==> src/rtl/core/tsda_ram.sv <==
`default_nettype none

module tsda_ram #(
    parameter int WIDTH  = 8,
    parameter int DEPTH  = 256,
    parameter int ADDR_W = (DEPTH > 1) ? $clog2(DEPTH) : 1
) (
    input  wire logic              clk,
    input  wire logic              wr_en,
    input  wire logic [ADDR_W-1:0] wr_addr,
    input  wire logic [WIDTH-1:0]  wr_data,
    input  wire logic              rd_en,
    input  wire logic [ADDR_W-1:0] rd_addr,
    output logic      [WIDTH-1:0]  rd_data
);

    logic [WIDTH-1:0] mem [DEPTH];

    // Write port
    always_ff @(posedge clk)
    begin
        if (wr_en)
        begin
            mem[wr_addr] <= wr_data;
        end
    end

    // Registered read port, holds between reads
    always_ff @(posedge clk)
    begin
        if (rd_en)
        begin
            rd_data <= mem[rd_addr];
        end
    end

endmodule

`default_nettype wire

==> config.mk <==
export PLATFORM = sky130hd
export DESIGN_NAME = tsda_ram
export DESIGN_NICKNAME = d
export VERILOG_FILES = /design/src/rtl/core/tsda_ram.sv
export SDC_FILE = /design/constraint.sdc
export NUM_CORES = 2
export LEC_CHECK = 0
export BUFFER_PORTS_ARGS = -buffer_cell sky130_fd_sc_hd__clkbuf_2
export CORE_UTILIZATION = 57
export CTS_CLUSTER_DIAMETER = 30
export DETAILED_ROUTE_END_ITERATION = 6
export PLACE_DENSITY_LB_ADDON = 0.25
export SLEW_MARGIN = 20
export SYNTH_ARGS = -nofsm -noshare
export SYNTH_HDL_FRONTEND = slang
export SYNTH_SLANG_ARGS = --single-unit
==> constraint.sdc <==
create_clock -name clk -period 2.15 [get_ports clk]
set_input_delay 0.215 -clock clk [delete_from_list [all_inputs] [get_ports clk]]
set_output_delay 0.215 -clock clk [all_outputs]
set_load 0.005 [all_outputs]
# After elaboration in Yosys (flattened, before gate mapping)
# Memory sizes are Yosys's and may differ from the RTL's. A register that Yosys moved wholly into a read port is not among the register bits.
# Index checks and enable logic that the tools add are counted.
# Widths: inputs -> output; s select.
[classes]
mux = 2
[op_table]
columns = ["operator", "n"]
rows = [
  ["$mux 1", 2],
]
[word_totals]
reg_bits = 0
mem_bits_rw = 2048
inputBits = 27
output_inout_bits = 8
word_cells = 3
n_memories = 1
[mem_list]
columns = ["name", "depth", "word_bits", "read_ports", "rd_clocked_by_memory_dff", "wr", "line_no", "text"]
rows = [
  ["mem", 256, 8, 1, 1, 1, "17", "logic [WIDTH-1:0] mem [DEPTH];"],
]

# Depth between registers and ports, before layout
[depth]
ltp_word = 2
ltp_mapped = 11
mapped_depth_nobuf = 6

# Worst setup path after synthesis
# OpenSTA, ideal clock, no wires.
[synth_timing]
path_kind = "input -> register"
start = "in rd_addr[0]"
end = "reg rd_data[2], read port of mem, data pin"
setup_time_ns = 0.269
arrival_time_ns = 2.022
t_required_ns = 1.881
path_slack_ns = -0.141
path_stages = 9
path_buffers = 4
cell_sequence = "buf_6 > buf_12 > buf_8 > buf_2 > mux4_2 > a22oi_1 > a21oi_1 > nor4_1 > nor4_2"
[synth_lines]
columns = ["element", "line_no", "text"]
rows = [
  ["from (decl)", "13", "input wire logic [ADDR_W-1:0] rd_addr,"],
  ["to (decl)", "14", "output logic [WIDTH-1:0] rd_data"],
]

==> metrics.log <==
INFO  metric cts.sink_count = 2056
INFO  metric fin_area = 0.101 mm²
INFO  metric placement.io_buffers = 34
INFO  metric end_kind = register
INFO  metric avgSynthCellArea = 21.3 µm²
INFO  metric power_switching_share = 0.212
INFO  metric timing.critical_path.from = mem[136][1]
INFO  metric detail_route.iter0.violations = 5914
INFO  metric crit_slowest_cell = sky130_fd_sc_hd__mux4_2
INFO  metric finalWeightedCongestion = 0.883
INFO  metric power.share.combinational = 0.045
INFO  metric holdCritStartpoint = wr_addr[2]
INFO  metric clk_pin_slew = 0.05 ns
INFO  metric die_height = 376 µm
INFO  metric grt_antenna_before_repair = 10
INFO  metric async_s_r_ff_share_synth = 0
INFO  metric power.internal = 0.0866 W
INFO  metric grt_pass1_wl = 311 mm
INFO  metric synth-simple-area-share = 0.0263
INFO  metric via_count = 44100
INFO  metric floorplan.io_pins = 35
INFO  metric pwr-share-seq = 0.403
INFO  metric syn_inst = 3733
INFO  metric worst_slew_pin_slew = 0.977 ns
INFO  metric endpoint = rd_data[1]
INFO  metric final_layout_net_count = 4704
INFO  metric post_synth_instance_area = 0.0796 mm²
INFO  metric slew-limit-headroom = 0.347
INFO  metric vdd.ir_drop.worst = 0.00105 V
INFO  metric timing.fmax = 0.402 GHz
INFO  metric worst_path_largest_cell_delay = 0.56 ns
INFO  metric gr-total-overflow = 0
INFO  metric synthFlopType = sky130_fd_sc_hd__edfxtp_1
INFO  metric synth_sequential_area_ratio = 0.775
INFO  metric adder_cell_share_of_the_synthesized_area = 0
INFO  metric worstHoldPathType = in2reg
INFO  metric cts_made_buffers = 381
INFO  metric grt_max_degree = 129
INFO  metric clock_insertion_delay_at_the_later_pin_of_the_skew_report = 0.96 ns
INFO  metric route.detailed.wl_per_inst = 31.4 µm
INFO  metric share_of_synthesized_area_spent_on_multiplexers = 0.146
INFO  metric violations = setup timing
INFO  metric report.final.setup_viol = 8
INFO  metric crit_path_cell_trace = mux4_2 -> mux4_2 -> nor2_4 -> a2111oi_4 -> nor3_2 -> buf_4 -> nor4_4
INFO  metric cellLeakagePower = 34.1 nW
INFO  metric worst-endpoint-required = 2.81 ns
INFO  metric rr_worst_depth = 7
INFO  metric cpMostUsedCell = sky130_fd_sc_hd__mux4_2
INFO  metric grt_setup_unrepaired = true
INFO  metric die_w = 376 µm
INFO  metric synth_compound_gate_area_share = 0.0342
INFO  metric multiInputGateArea = 0.0170 mm²
INFO  metric worstPathArrival = 3.14 ns
INFO  metric total_power = 0.110 W
INFO  metric cts_max_path_buffers = 4
INFO  metric min_period = 2.49 ns
INFO  metric ff_latch_area = 0.0617 mm²
INFO  metric power.switching = 0.0233 W
INFO  metric crit_path_start_kind = register
INFO  metric synth_fp_nets = 3760
INFO  metric htree_levels = 5
INFO  metric hold_depth = 5
INFO  metric power_per_cell_area = 1080 mW/mm²
INFO  metric placementRows = 136
INFO  metric r2r-start = mem[136][1]
INFO  metric first_global_vias = 45700
INFO  metric finalHoldWorstSlack = 0.155 ns
INFO  metric fraction_of_layout_instances_using_a_drive_strength_above_1 = 0.388
INFO  metric globalRouteTotalUtil = 0.309
INFO  metric floorplan.initialDensity = 0.577
INFO  metric worst-r2r-setup-slack = -0.34 ns
INFO  metric routed_wirelength = 215 mm
INFO  metric final_cell_mix = sky130_fd_sc_hd__edfxtp_1 (2056), sky130_fd_sc_hd__buf_4 (650), sky130_fd_sc_hd__mux4_2 (454)
INFO  metric final_min_period_over_clock_period = 1.16
INFO  metric post-route-drc-count = 0
INFO  metric drt_pass1_iterations = 5
INFO  metric layout_setup_ws = -0.337 ns
INFO  metric report.final.hold_viol_count = 0
INFO  metric cts.repair_timing.setup_buffer_count = 0
INFO  metric finalMaxSlewViolations = 0
INFO  metric final.fill_count = 7423
INFO  metric drv_cap = 0
INFO  metric synth_top_family_by_area = multiplexers
INFO  metric crit-reg2reg-capture = rd_data[1]
INFO  metric synth-edff-count = 2056
INFO  metric tritoncts = yes
INFO  metric place_area = 0.0878 mm²
INFO  metric clock-root-buffer = sky130_fd_sc_hd__clkbuf_16
INFO  metric synth_warnings = 0
INFO  metric area_growth_synth_to_finish = 27.3%
INFO  metric run_status = finished with violations
INFO  metric detail_route_antenna_nets = 0
INFO  metric xor_xnor_fraction_of_synth_area = 0
INFO  metric core_area = 0.138 mm²
INFO  metric routed_via_density = 6.45
INFO  metric synth_cell_type_count = 54
INFO  metric fin_worst_skew = 0.0786 ns
INFO  metric relative_contribution_of_the_clock_network_to_total_power = 0.551
INFO  metric worst-path-max-fanout = 1
INFO  metric floorplan.die_area = 0.141 mm²
INFO  metric layout.cells.most_common = sky130_fd_sc_hd__edfxtp_1
INFO  metric setup-tns-final = -1.47 ns
INFO  metric start_to_end_type_of_the_worst_setup_path = reg2reg
INFO  metric detailed_place_hpwl = 128 mm
INFO  metric postSynthRegisterBits = 2056
[sequential cells by signal (all words and copies together), names as in the netlist]
| name | flops |
|---|---|
| mem | 2048 |
| rd_data | 8 |
[cell usage after synthesis, types with 16 or more instances]
cell type,number,area [µm²]
sky130_fd_sc_hd__a211oi_1,16,120
sky130_fd_sc_hd__a21oi_1,96,480
sky130_fd_sc_hd__a22oi_1,133,998
sky130_fd_sc_hd__buf_1,22,82.6
sky130_fd_sc_hd__buf_2,31,155
sky130_fd_sc_hd__buf_4,27,203
sky130_fd_sc_hd__buf_6,21,236
sky130_fd_sc_hd__clkbuf_1,111,417
sky130_fd_sc_hd__edfxtp_1,2056,61700
sky130_fd_sc_hd__mux2i_1,134,1340
sky130_fd_sc_hd__mux4_2,454,10200
sky130_fd_sc_hd__nand2_1,33,124
sky130_fd_sc_hd__nand3_1,34,170
sky130_fd_sc_hd__nor2_1,282,1060
sky130_fd_sc_hd__nor2b_1,31,194
sky130_fd_sc_hd__nor3_1,22,110
sky130_fd_sc_hd__nor4_1,24,150
sky130_fd_sc_hd__o221ai_1,46,403
sky130_fd_sc_hd__o22ai_1,28,175
[worst min-delay path by stage]
stage	endpoint	slack, ns
floorplan	mem[0][0]	0.31
global placement	mem[14][2]	0.59
detailed placement	mem[6][2]	0.59
CTS	mem[42][6]	0.09
global route	mem[42][6]	0.13
finish	mem[172][6]	0.15
[critical path, delay by kind of cell, from the launching register on]
| family | cells | cell delay, ns |
|---|---|---|
| DFF | 1 | 0.37 |
| and+or+nand+nor | 3 | 0.45 |
| AOI/OAI and AO/OA | 1 | 0.07 |
| muxes | 2 | 1.07 |
| buffers and inverters | 1 | 0.23 |
[power groups by stage]
stage / Clock, W / Sequential (W) / Combinational, W
floorplan: 0 / 0.0451 / 0.00221
global placement: 0 / 0.0451 / 0.00459
detailed placement: 0 / 0.0451 / 0.00468
CTS: 0.0609 / 0.0443 / 0.00486
global route: 0.0628 / 0.0443 / 0.00513
finish: 0.0606 / 0.0443 / 0.00496
[final cells by class]
class / instances / share of cell area
Antenna cell: 2 / 0.0000494
Clock inverter: 270 / 0.0324
Timing Repair Buffer: 794 / 0.0714
Inverter: 2 / 0.0000741
Sequential cell: 2056 / 0.609
Clock buffer: 414 / 0.0961
Multi-Input combinational cell: 1442 / 0.168
Tap cell: 1863 / 0.0230
[repair_timing]
item | CTS | global route
pin swaps | 26 | 17
gates resized for setup | 56 | 23
hold buffers | 12 | 0
hold endpoints to repair | 1150 | 0
endpoints found under the setup margin | 8 | 8
[stage by stage]
stage	utilization	instances	setup slack (ns)
2_1_floorplan	-	3733	-0.0224
3_3_place_gp	0.636	6151	-1.46
3_5_place_dp	0.636	6151	-1.39
4_1_cts	0.733	6841	-0.336
5_1_grt	0.735	6843	-0.385
6_report	0.735	6843	-0.337
[layer usage]
layer  vias up  global-route usage  part of all wire
li1      17800                   -                 -
met1     23000               0.412              0.36
met2      2885               0.493              0.49
met3       513              0.0766              0.11
met4        14               0.124             0.037
met5         -                   0           0.00042
[cells by family after synthesis]
| kind of cell | after synthesis |
|---|---|
| buffers and inverters | 235 |
| muxes | 591 |
| AOI/OAI and AO/OA | 385 |
| and+or+nand+nor | 466 |
| DFF | 2056 |
Power figures use the tool's default switching activity.
